==> src/rtl/cidb32_pkg.sv <==
package cidb32_pkg;

  localparam int unsigned CHAR_W  = 8;
  localparam int unsigned DIGIT_W = 5;
  localparam int unsigned VALUE_W = 64;

  localparam logic [CHAR_W-1:0] CHAR_US    = 8'h5F;
  localparam logic [CHAR_W-1:0] CHAR_UP_A  = 8'h41;
  localparam logic [CHAR_W-1:0] CHAR_UP_Z  = 8'h5A;
  localparam logic [CHAR_W-1:0] CHAR_LO_A  = 8'h61;
  localparam logic [CHAR_W-1:0] CHAR_LO_Z  = 8'h7A;
  localparam logic [CHAR_W-1:0] CHAR_0     = 8'h30;
  localparam logic [CHAR_W-1:0] CHAR_9     = 8'h39;
  localparam logic [CHAR_W-1:0] CASE_DELTA = 8'h20;

  typedef enum logic [1:0] {
    CLS_NONASCII,
    CLS_UNDERSCORE,
    CLS_ALNUM,
    CLS_OTHER
  } char_cls_t;

  typedef struct packed {
    char_cls_t          cls;
    logic               body_ok;
    logic [DIGIT_W-1:0] digit;
    logic               last;
  } item_t;

  typedef struct packed {
    logic               ok;
    logic [DIGIT_W-1:0] digit;
  } digit_t;

  function automatic digit_t b32_digit(input logic [CHAR_W-1:0] c);
    logic [CHAR_W-1:0] lc;
    digit_t            d;
    lc = c;
    if (c >= CHAR_UP_A && c <= CHAR_UP_Z) begin
      lc = c + CASE_DELTA;
    end
    d.ok    = 1'b1;
    d.digit = '0;
    if (lc >= CHAR_0 && lc <= CHAR_9) begin
      d.digit = DIGIT_W'(lc - CHAR_0);
    end else begin
      unique case (lc)
        8'h6F:   d.digit = 5'd0;
        8'h69:   d.digit = 5'd1;
        8'h6C:   d.digit = 5'd1;
        8'h61:   d.digit = 5'd10;
        8'h62:   d.digit = 5'd11;
        8'h63:   d.digit = 5'd12;
        8'h64:   d.digit = 5'd13;
        8'h65:   d.digit = 5'd14;
        8'h66:   d.digit = 5'd15;
        8'h67:   d.digit = 5'd16;
        8'h68:   d.digit = 5'd17;
        8'h6A:   d.digit = 5'd18;
        8'h6B:   d.digit = 5'd19;
        8'h6D:   d.digit = 5'd20;
        8'h6E:   d.digit = 5'd21;
        8'h70:   d.digit = 5'd22;
        8'h71:   d.digit = 5'd23;
        8'h72:   d.digit = 5'd24;
        8'h73:   d.digit = 5'd25;
        8'h74:   d.digit = 5'd26;
        8'h76:   d.digit = 5'd27;
        8'h77:   d.digit = 5'd28;
        8'h78:   d.digit = 5'd29;
        8'h79:   d.digit = 5'd30;
        8'h7A:   d.digit = 5'd31;
        default: d.ok    = 1'b0;
      endcase
    end
    return d;
  endfunction

endpackage

==> src/rtl/cidb32_front.sv <==
module cidb32_front (
  input  logic [cidb32_pkg::CHAR_W-1:0] char_code,
  input  logic                          last_char,
  output cidb32_pkg::item_t             item
);

  cidb32_pkg::digit_t dig;

  always_comb begin
    dig          = cidb32_pkg::b32_digit(char_code);
    item.body_ok = dig.ok;
    item.digit   = dig.digit;
    item.last    = last_char;
    if (char_code[cidb32_pkg::CHAR_W-1]) begin
      item.cls = cidb32_pkg::CLS_NONASCII;
    end else if (char_code == cidb32_pkg::CHAR_US) begin
      item.cls = cidb32_pkg::CLS_UNDERSCORE;
    end else if ((char_code >= cidb32_pkg::CHAR_LO_A && char_code <= cidb32_pkg::CHAR_LO_Z) ||
                 (char_code >= cidb32_pkg::CHAR_0 && char_code <= cidb32_pkg::CHAR_9)) begin
      item.cls = cidb32_pkg::CLS_ALNUM;
    end else begin
      item.cls = cidb32_pkg::CLS_OTHER;
    end
  end

endmodule

==> src/rtl/cidb32_queue.sv <==
module cidb32_queue #(
  parameter int unsigned DEPTH = 4
) (
  input  logic              clk,
  input  logic              rst_n,
  input  logic              wr_en,
  input  cidb32_pkg::item_t wr_item,
  output logic              full,
  input  logic              rd_en,
  output logic              rd_valid,
  output cidb32_pkg::item_t rd_item
);

  localparam int unsigned PTR_W = (DEPTH > 1) ? $clog2(DEPTH) : 1;
  localparam int unsigned CNT_W = $clog2(DEPTH + 1);
  localparam logic [PTR_W-1:0] PTR_LAST = PTR_W'(DEPTH - 1);
  localparam logic [CNT_W-1:0] CNT_FULL = CNT_W'(DEPTH);

  cidb32_pkg::item_t entry_r [DEPTH];
  logic [PTR_W-1:0] wr_ptr_r, wr_ptr_nxt;
  logic [PTR_W-1:0] rd_ptr_r, rd_ptr_nxt;
  logic [CNT_W-1:0] count_r, count_nxt;
  logic             do_wr, do_rd;

  assign full     = (count_r == CNT_FULL);
  assign rd_valid = (count_r != '0);
  assign rd_item  = entry_r[rd_ptr_r];
  assign do_wr    = wr_en && !full;
  assign do_rd    = rd_en && rd_valid;

  always_comb begin
    wr_ptr_nxt = wr_ptr_r;
    rd_ptr_nxt = rd_ptr_r;
    count_nxt  = count_r;
    if (do_wr) begin
      wr_ptr_nxt = (wr_ptr_r == PTR_LAST) ? '0 : wr_ptr_r + 1'b1;
    end
    if (do_rd) begin
      rd_ptr_nxt = (rd_ptr_r == PTR_LAST) ? '0 : rd_ptr_r + 1'b1;
    end
    if (do_wr && !do_rd) begin
      count_nxt = count_r + 1'b1;
    end else if (do_rd && !do_wr) begin
      count_nxt = count_r - 1'b1;
    end
  end

  always_ff @(posedge clk) begin
    if (!rst_n) begin
      wr_ptr_r <= '0;
      rd_ptr_r <= '0;
      count_r  <= '0;
    end else begin
      wr_ptr_r <= wr_ptr_nxt;
      rd_ptr_r <= rd_ptr_nxt;
      count_r  <= count_nxt;
    end
  end

  always_ff @(posedge clk) begin
    if (do_wr) begin
      entry_r[wr_ptr_r] <= wr_item;
    end
  end

  a_count_bound: assert property (@(posedge clk) disable iff (!rst_n)
    count_r <= CNT_FULL) else $error("queue count overflow");

  a_empty_ptrs: assert property (@(posedge clk) disable iff (!rst_n)
    (count_r == '0) |-> (rd_ptr_r == wr_ptr_r)) else $error("empty queue with split pointers");

  a_full_ptrs: assert property (@(posedge clk) disable iff (!rst_n)
    (count_r == CNT_FULL) |-> (rd_ptr_r == wr_ptr_r)) else $error("full queue with split pointers");

endmodule

==> src/rtl/cidb32_back.sv <==
module cidb32_back #(
  parameter int unsigned BODY_CHARS = 13
) (
  input  logic                           clk,
  input  logic                           rst_n,
  input  logic                           q_valid,
  input  cidb32_pkg::item_t              q_item,
  output logic                           q_pop,
  output logic                           empty,
  input  logic                           pop,
  output logic                           id_valid,
  output logic [cidb32_pkg::VALUE_W-1:0] order_value
);

  localparam int unsigned CNT_W = $clog2(BODY_CHARS + 2);
  localparam logic [CNT_W-1:0] CNT_BODY = CNT_W'(BODY_CHARS);
  localparam logic [CNT_W-1:0] CNT_SAT  = CNT_W'(BODY_CHARS + 1);
  localparam int unsigned VW = cidb32_pkg::VALUE_W;
  localparam int unsigned DW = cidb32_pkg::DIGIT_W;

  logic             in_body_r, in_body_nxt;
  logic             prefix_r, prefix_nxt;
  logic             err_r, err_nxt;
  logic [CNT_W-1:0] cnt_r, cnt_nxt;
  logic [VW-1:0]    acc_r, acc_nxt;
  logic             out_valid_r, out_valid_nxt;
  logic             out_ok_r, out_ok_nxt;
  logic [VW-1:0]    out_value_r, out_value_nxt;
  logic             out_take, ok;

  assign out_take    = pop && out_valid_r;
  assign q_pop       = q_valid && (!q_item.last || !out_valid_r || out_take);
  assign empty       = !out_valid_r;
  assign id_valid    = out_ok_r;
  assign order_value = out_value_r;

  always_comb begin
    in_body_nxt = in_body_r;
    prefix_nxt  = prefix_r;
    err_nxt     = err_r;
    cnt_nxt     = cnt_r;
    acc_nxt     = acc_r;
    if (q_item.cls == cidb32_pkg::CLS_NONASCII) begin
      err_nxt = 1'b1;
    end else if (!in_body_r) begin
      unique case (q_item.cls)
        cidb32_pkg::CLS_UNDERSCORE: begin
          if (!prefix_r) begin
            err_nxt = 1'b1;
          end
          in_body_nxt = 1'b1;
        end
        cidb32_pkg::CLS_ALNUM: prefix_nxt = 1'b1;
        default:               err_nxt    = 1'b1;
      endcase
    end else begin
      if (!q_item.body_ok) begin
        err_nxt = 1'b1;
      end else begin
        acc_nxt = {acc_r[VW-DW-1:0], q_item.digit};
      end
      if (cnt_r < CNT_SAT) begin
        cnt_nxt = cnt_r + 1'b1;
      end
    end
    ok = !err_nxt && in_body_nxt && prefix_nxt && (cnt_nxt == CNT_BODY);
  end

  always_comb begin
    out_valid_nxt = out_valid_r;
    out_ok_nxt    = out_ok_r;
    out_value_nxt = out_value_r;
    if (q_pop && q_item.last) begin
      out_valid_nxt = 1'b1;
      out_ok_nxt    = ok;
      out_value_nxt = ok ? acc_nxt : '0;
    end else if (out_take) begin
      out_valid_nxt = 1'b0;
    end
  end

  always_ff @(posedge clk) begin
    if (!rst_n) begin
      in_body_r   <= 1'b0;
      prefix_r    <= 1'b0;
      err_r       <= 1'b0;
      cnt_r       <= '0;
      acc_r       <= '0;
      out_valid_r <= 1'b0;
    end else begin
      out_valid_r <= out_valid_nxt;
      if (q_pop && q_item.last) begin
        in_body_r <= 1'b0;
        prefix_r  <= 1'b0;
        err_r     <= 1'b0;
        cnt_r     <= '0;
        acc_r     <= '0;
      end else if (q_pop) begin
        in_body_r <= in_body_nxt;
        prefix_r  <= prefix_nxt;
        err_r     <= err_nxt;
        cnt_r     <= cnt_nxt;
        acc_r     <= acc_nxt;
      end
    end
  end

  always_ff @(posedge clk) begin
    out_ok_r    <= out_ok_nxt;
    out_value_r <= out_value_nxt;
  end

  a_cnt_sat: assert property (@(posedge clk) disable iff (!rst_n)
    cnt_r <= CNT_SAT) else $error("body count past saturation");

  a_bad_zero: assert property (@(posedge clk) disable iff (!rst_n)
    (out_valid_r && !out_ok_r) |-> (out_value_r == '0)) else $error("invalid id with value");

  a_clear_after_last: assert property (@(posedge clk) disable iff (!rst_n)
    ($past(rst_n) && $past(q_pop && q_item.last)) |->
      (!in_body_r && !prefix_r && !err_r && cnt_r == '0 && acc_r == '0))
    else $error("state not cleared after last item");

  a_body_needs_us: assert property (@(posedge clk) disable iff (!rst_n)
    (cnt_r != '0) |-> in_body_r) else $error("body count outside body");

endmodule

==> src/rtl/compact_id_base32_decoder_unit.sv <==
// Path: items pass through the queue; a last item loads the result register.
// Throughput: one item per cycle; a last item waits only while an unread result holds
// the single result register, the four-entry queue absorbs the stall meanwhile.
// Reset: synchronous active-low rst_n empties the queue and the result register and
// clears the decode state; no clearing pass, items are taken the cycle after reset.
module compact_id_base32_decoder_unit #(
  parameter int unsigned BODY_CHARS  = 13,
  parameter int unsigned QUEUE_DEPTH = 4
) (
  input  logic                           clk,
  input  logic                           rst_n,
  input  logic                           push,
  output logic                           full,
  input  logic [cidb32_pkg::CHAR_W-1:0]  in_char_code,
  input  logic                           in_last_char,
  output logic                           empty,
  input  logic                           pop,
  output logic                           out_id_valid,
  output logic [cidb32_pkg::VALUE_W-1:0] out_order_value
);

  cidb32_pkg::item_t fr_item;
  cidb32_pkg::item_t q_item;
  logic              q_valid;
  logic              q_pop;

  cidb32_front u_front (
    .char_code (in_char_code),
    .last_char (in_last_char),
    .item      (fr_item)
  );

  cidb32_queue #(
    .DEPTH (QUEUE_DEPTH)
  ) u_queue (
    .clk      (clk),
    .rst_n    (rst_n),
    .wr_en    (push),
    .wr_item  (fr_item),
    .full     (full),
    .rd_en    (q_pop),
    .rd_valid (q_valid),
    .rd_item  (q_item)
  );

  cidb32_back #(
    .BODY_CHARS (BODY_CHARS)
  ) u_back (
    .clk         (clk),
    .rst_n       (rst_n),
    .q_valid     (q_valid),
    .q_item      (q_item),
    .q_pop       (q_pop),
    .empty       (empty),
    .pop         (pop),
    .id_valid    (out_id_valid),
    .order_value (out_order_value)
  );

endmodule
==> config.mk <==
export PLATFORM = sky130hd
export DESIGN_NAME = compact_id_base32_decoder_unit
export DESIGN_NICKNAME = d
export VERILOG_FILES = /design/src/rtl/cidb32_pkg.sv /design/src/rtl/cidb32_front.sv /design/src/rtl/cidb32_queue.sv /design/src/rtl/cidb32_back.sv /design/src/rtl/compact_id_base32_decoder_unit.sv
export SDC_FILE = /design/constraint.sdc
export NUM_CORES = 1
export LEC_CHECK = 0
export BUFFER_PORTS_ARGS = -buffer_cell sky130_fd_sc_hd__buf_2
export CAP_MARGIN = 25
export CORE_MARGIN = 2
export CORE_UTILIZATION = 35
export CTS_CLUSTER_DIAMETER = 40
export CTS_CLUSTER_SIZE = 14
export DETAILED_ROUTE_END_ITERATION = 8
export PLACE_DENSITY = 0.6
export SLEW_MARGIN = 0
export SYNTH_ARGS = -nofsm -noshare
export SYNTH_HDL_FRONTEND = slang
export SYNTH_SLANG_ARGS = --single-unit
==> constraint.sdc <==
create_clock -name clk -period 2.99 [get_ports clk]
set_input_delay 0.1495 -clock clk [delete_from_list [all_inputs] [get_ports clk]]
set_output_delay 0.1495 -clock clk [all_outputs]
set_load 0.03 [all_outputs]
==> flow_metrics.env, run 1 <==
export IMPL_fp_row_count=55
export IMPL_max_cap_viol_count=0
export IMPL_ir_drop_uv=472
export IMPL_die_h_microns=156
export IMPL_setup_worst_path_class="reg -> reg"
export IMPL_globalRouteTotalUtil=0.139
export IMPL_layout_area_overhead_vs_synth_pct=16.4
export IMPL_ant_nets=0
export IMPL_start_kind="flop"
export IMPL_ios=80
export IMPL_final_cell_mix="nand2_1, edfxtp_1, a21oi_1"
export IMPL_finalPower_mw=8.22
export IMPL_cpPeakStageDelay_ns=0.58
export IMPL_synth_edf_count=101
export IMPL_min_from="pop"
export IMPL_fin_crit_ns=2.84
export IMPL_tns_ns=0
export IMPL_numPortBuffers=79
export IMPL_rsz0062_at_grt="false"
export IMPL_core_area_sq_um=22600
export IMPL_end_kind="flop"
export IMPL_path_cells="mux4_2, ha_1, nor2b_1, o22ai_1, nand3b_1, a21o_1, or4_4, buf_12, a21oi_1"
export IMPL_critPathBufInv=1
export IMPL_report_final_hold_viol_count=0
export IMPL_grt_max_degree=72
export IMPL_drt_iter0_markers=437
export IMPL_clkTransAtPathRegs_ns=0.07
export IMPL_routed_wl_met3_microns=640
export IMPL_dr_total_vias=5828
export IMPL_cp_arrival_ns=3.11
export IMPL_synthCells=807
export IMPL_post_cts_setup_buffers=0
export IMPL_wl_per_cell_microns=14.4
export IMPL_die_w_microns=156
export IMPL_drv_slew=0
export IMPL_syn_area_sq_um=8090
export IMPL_period_share=0.950
export IMPL_final_common_cell="nand2_1"
export IMPL_clk_insertion_delay_late_ns=0.43
export IMPL_p_sw_frac=0.356
export IMPL_hold_ws_ns=0.0296
export IMPL_route_met2_wl_microns=8270
export IMPL_placed_cell_area_sq_um=8780
export IMPL_detailedRoute_firstPassIterationCount=6
export IMPL_place_hpwl_microns=10400
export IMPL_place_gp_congestion=0.810
export IMPL_cts_num_sinks=182
export IMPL_nNetsFinal=893
export IMPL_power_frac_comb=0.296
export IMPL_power_frac_seq=0.419
export IMPL_critPathRequiredTime_ns=3.26
export IMPL_syn_area_per_cell_sq_um=10.0
export IMPL_yosys_most_used_dff="edfxtp_1"
export IMPL_fin_ws_ns=0.151
export IMPL_synth_distinct_cells=60
export IMPL_cts_tree="built"
export IMPL_cts_buffers=17
export IMPL_syn_num_nets=833
export IMPL_ys_async_sr_fraction=0
export IMPL_h_tree_depth=4
export IMPL_diodes=0
export IMPL_overflow=0
export IMPL_drive_above_1_share=0.218
export IMPL_p_sw_mw=2.93
export IMPL_stdcell_count=1165
export IMPL_dp_slack_ns=0.154
export IMPL_placedCellCount=1132
export IMPL_min_path_type="in -> reg"
export IMPL_slowest_stage="or4_4"
export IMPL_cts_path_max_buffers=2
export IMPL_grt_antenna_before_repair=0
export IMPL_worst_pin_slew_ns=0.781
export IMPL_p_leak_nw=2.97
export IMPL_clock_fmax_mhz=352
export IMPL_highest_layer="met4"
export IMPL_ctsRootBufferMaster="clkbuf_16"
export IMPL_drc_errors=0
export IMPL_final_area_sq_um=9410
export IMPL_finalClockSkew_ns=0.00914
export IMPL_drt_met1_wl_microns=7770
export IMPL_via_per_inst=5.00
export IMPL_p_int_mw=5.29
export IMPL_seq_area_frac_synth=0.576
export IMPL_p_clk_frac=0.284
export IMPL_crit_fanout=36
export IMPL_setup_violations_final=0
export IMPL_yosys_warnings=0
export IMPL_status="completed"
export IMPL_final_util=0.416
export IMPL_power_density_nw_per_um2=873
export IMPL_grt_pass1_vias=5327
export IMPL_grt_pass1_wl_microns=27300
export IMPL_start_util=0.357
export IMPL_relSlewSlack=0.479
export IMPL_drt_wl_total_microns=16800
export IMPL_ys_ff_latch=182
export IMPL_die_area_sq_um=24300
export IMPL_path_delay_family="simple AND/OR/NAND/NOR gates"
==> sequential cells by signal, summed over array words and instances, names as in the netlist, named ones only <==
register            cells
u_back.prefix_r         1
u_back.out_valid_r      1
u_queue.entry_r        36
u_back.in_body_r        1
u_queue.wr_ptr_r        2
u_queue.count_r         3
u_back.order_value     64
u_back.acc_r           64
u_queue.rd_ptr_r        2
u_back.id_valid         1
u_back.cnt_r            4
u_back.err_r            1
==> metal layers <==
| layer | global-route usage | vias to the layer above |
|---|---|---|
| met1 | 0.179 | 2777 |
| met3 | 0.0317 | 10 |
| li1 | - | 2920 |
| met4 | 0.0345 | 0 |
| met5 | 0 | - |
| met2 | 0.237 | 121 |
==> path summary, 6_finish.rpt <==
| path | endpoint | slack [ns] | cells after the start |
|---|---|---|---|
| max reg2reg | u_back.order_value[2] | 0.15 | 9 |
| min reg2reg | u_back.acc_r[59] | 0.46 | 2 |
| min | u_back.out_valid_r | 0.03 | 4 |
| max | u_back.order_value[2] | 0.15 | 9 |
==> Yosys cell counts (all sizes together) (3+ instances only) <==
| library cell | number | area (sq um) |
|---|---|---|
| nand2 | 271 | 1020 |
| a21oi | 139 | 880 |
| edfxtp | 101 | 3030 |
| dfxtp | 81 | 1620 |
| clkbuf | 31 | 118 |
| nor2 | 23 | 93.8 |
| buf | 22 | 153 |
| ha | 12 | 150 |
| nor2b | 12 | 75.1 |
| inv | 11 | 41.3 |
| mux4 | 9 | 203 |
| o21ai | 8 | 40.0 |
| and2 | 6 | 37.5 |
| nor3 | 6 | 30.0 |
| a31oi | 5 | 31.3 |
| mux2i | 5 | 50.1 |
| nand2b | 5 | 31.3 |
| nand3 | 5 | 25.0 |
| a21boi | 3 | 22.5 |
| a22o | 3 | 26.3 |
| nand3b | 3 | 22.5 |
==> tightest hold or removal path, delay by kind of cell <==
family,cells,cell delay (ns)
AO/OA/AOI/OAI,1,0.07
AND/OR/NAND/NOR,1,0.07
buffers and inverters,2,0.11
==> area by class of cell <==
type                            count  area [sq um]
Timing Repair Buffer               94           611
Fill cell                        2183         13200
Multi-Input combinational cell    560          3130
Sequential cell                   182          4650
Tap cell                          285           357
Inverter                           12          45.0
Clock buffer                       17           425
Clock inverter                     15           190
==> what timing repair did <==
item,4_1_cts,5_1_grt
hold buffers,1,0
endpoints found under the setup margin,0,15
endpoints found under the hold margin,4,0
gates resized for setup,0,1
==> power groups by stage <==
| stage | Clock [mW] | Sequential [mW] | Combinational (mW) |
|---|---|---|---|
| floorplan | 0 | 4.22 | 0.973 |
| global placement | 0 | 3.51 | 2.45 |
| detailed placement | 0 | 3.51 | 2.47 |
| CTS | 2.39 | 3.46 | 2.47 |
| global route | 2.48 | 3.50 | 2.62 |
| finish | 2.34 | 3.45 | 2.44 |
==> logic make-up after synthesis <==
group | after synthesis | share of synthesized area
buf+inv | 65 | 0.0390
fa+ha+maj | 13 | 0.0210
mux | 14 | 0.0313
xor+xnor | 4 | 0.00433
simple gates | 347 | 0.180
flops | 182 | 0.576
compound gates | 182 | 0.149
(Power assumes the default switching activity.)
==> inputs of run 2 (changes only) <==
--- a/config.mk
+++ b/config.mk
@@ -9,6 +9,7 @@
 export CAP_MARGIN = 25
 export CORE_MARGIN = 2
 export CORE_UTILIZATION = 35
+export CTS_BUF_LIST = sky130_fd_sc_hd__clkbuf_4 sky130_fd_sc_hd__clkbuf_8
 export CTS_CLUSTER_DIAMETER = 40
 export CTS_CLUSTER_SIZE = 14
 export DETAILED_ROUTE_END_ITERATION = 8
==> flow_metrics.env, run 2 (synthesis results as in run 1) <==
export IMPL_clkTransAtPathRegs_ns=0.09
export IMPL_min_path_type="in -> reg"
export IMPL_ios=80
export IMPL_clock_fmax_mhz=360
export IMPL_drv_slew=0
export IMPL_dr_total_vias=5802
export IMPL_ir_drop_uv=334
export IMPL_report_final_hold_viol_count=0
export IMPL_final_common_cell="nand2_1"
export IMPL_grt_max_degree=72
export IMPL_wl_per_cell_microns=14.3
export IMPL_die_w_microns=156
export IMPL_worst_pin_slew_ns=0.814
export IMPL_fp_row_count=55
export IMPL_drt_iter0_markers=456
export IMPL_clk_insertion_delay_late_ns=0.47
export IMPL_cts_tree="built"
export IMPL_start_util=0.357
export IMPL_numPortBuffers=79
export IMPL_start_kind="flop"
export IMPL_detailedRoute_firstPassIterationCount=5
export IMPL_via_per_inst=4.97
export IMPL_finalClockSkew_ns=0.0137
export IMPL_die_h_microns=156
export IMPL_status="completed"
export IMPL_grt_antenna_before_repair=0
export IMPL_place_hpwl_microns=10400
export IMPL_core_area_sq_um=22600
export IMPL_drive_above_1_share=0.219
export IMPL_cpPeakStageDelay_ns=0.58
export IMPL_setup_violations_final=0
export IMPL_setup_worst_path_class="reg -> reg"
export IMPL_diodes=0
export IMPL_grt_pass1_vias=5323
export IMPL_grt_pass1_wl_microns=27200
export IMPL_overflow=0
export IMPL_cts_buffers=17
export IMPL_cp_arrival_ns=3.09
export IMPL_cts_path_max_buffers=2
export IMPL_drc_errors=0
export IMPL_cts_num_sinks=182
export IMPL_tns_ns=0
export IMPL_drt_wl_total_microns=16800
export IMPL_p_leak_nw=2.90
export IMPL_slowest_stage="or4_4"
export IMPL_nNetsFinal=896
export IMPL_ant_nets=0
export IMPL_path_cells="mux4_2, ha_1, nor2b_1, o22ai_1, nand3b_1, a21o_1, or4_4, buf_12, a21oi_1"
export IMPL_path_delay_family="simple AND/OR/NAND/NOR gates"
export IMPL_rsz0062_at_grt="false"
export IMPL_place_gp_congestion=0.810
export IMPL_die_area_sq_um=24300
export IMPL_max_cap_viol_count=0
export IMPL_fin_crit_ns=2.78
export IMPL_crit_fanout=36
export IMPL_period_share=0.929
export IMPL_final_cell_mix="nand2_1, edfxtp_1, a21oi_1"
export IMPL_relSlewSlack=0.457
export IMPL_power_density_nw_per_um2=830
export IMPL_critPathRequiredTime_ns=3.30
export IMPL_final_util=0.409
export IMPL_h_tree_depth=4
export IMPL_globalRouteTotalUtil=0.139
export IMPL_ctsRootBufferMaster="clkbuf_8"
export IMPL_critPathBufInv=1
export IMPL_end_kind="flop"
export IMPL_layout_area_overhead_vs_synth_pct=14.4
export IMPL_fillCellCount=2203
-- run 2: power by group --
group	internal [mW]	total (mW)	switching [mW]
clock network	0.849	1.78	0.934
logic	0.723	2.45	1.73
registers	3.24	3.45	0.206
total	4.81	7.68	2.87
-- run 2: timing repair --
item,in CTS,in global routing
resized for setup,0,2
hold endpoints to repair,8,0
endpoints found under the setup margin,0,18
buffers inserted,0,0
hold buffers,4,0
-- run 2: routing by layer --
| metal | vias to the layer above | GRT usage | part of all wire |
|---|---|---|---|
| met3 | 14 | 0.0308 | 0.038 |
| met4 | 0 | 0.0437 | 0.0097 |
| met2 | 98 | 0.235 | 0.48 |
| met5 | - | 0 | 0 |
| met1 | 2773 | 0.179 | 0.47 |
| li1 | 2917 | - | - |
-- run 2: layout make-up --
type | count | area (sq um) | share of cell area
Sequential cell | 182 | 4660 | 0.503
Multi-Input combinational cell | 560 | 3130 | 0.338
Timing Repair Buffer | 97 | 641 | 0.0693
Tap cell | 285 | 357 | 0.0385
Clock buffer | 17 | 234 | 0.0253
Clock inverter | 15 | 190 | 0.0206
Inverter | 12 | 45.0 | 0.00487
-- run 2: final timing paths --
check,from,to,slack (ns),cells past startpoint
hold / removal,in_char_code[7],u_queue.entry_r[2][8],0.13,2
setup / recovery,flop,u_back.order_value[11],0.21,9
setup reg to reg,flop,u_back.order_value[11],0.21,9
hold reg to reg,u_back.acc_r[59],u_back.acc_r[59],0.46,2
-- run 2: metrics by stage --
step | cell area [sq um] | power [mW] | std cells | hold slack [ns] | setup slack (ns)
3_3_place_gp | 8780 | 5.96 | 1132 | 0.385 | 0.265
3_5_place_dp | 8780 | 5.98 | 1132 | 0.388 | 0.154
2_1_floorplan | 8090 | 5.20 | 807 | 0.248 | 0.244
6_report | 9250 | 7.68 | 1168 | 0.128 | 0.212
5_1_grt | 9250 | 8.05 | 1168 | 0.130 | 0.0670
4_1_cts | 9250 | 7.77 | 1168 | 0.0769 | 0.146
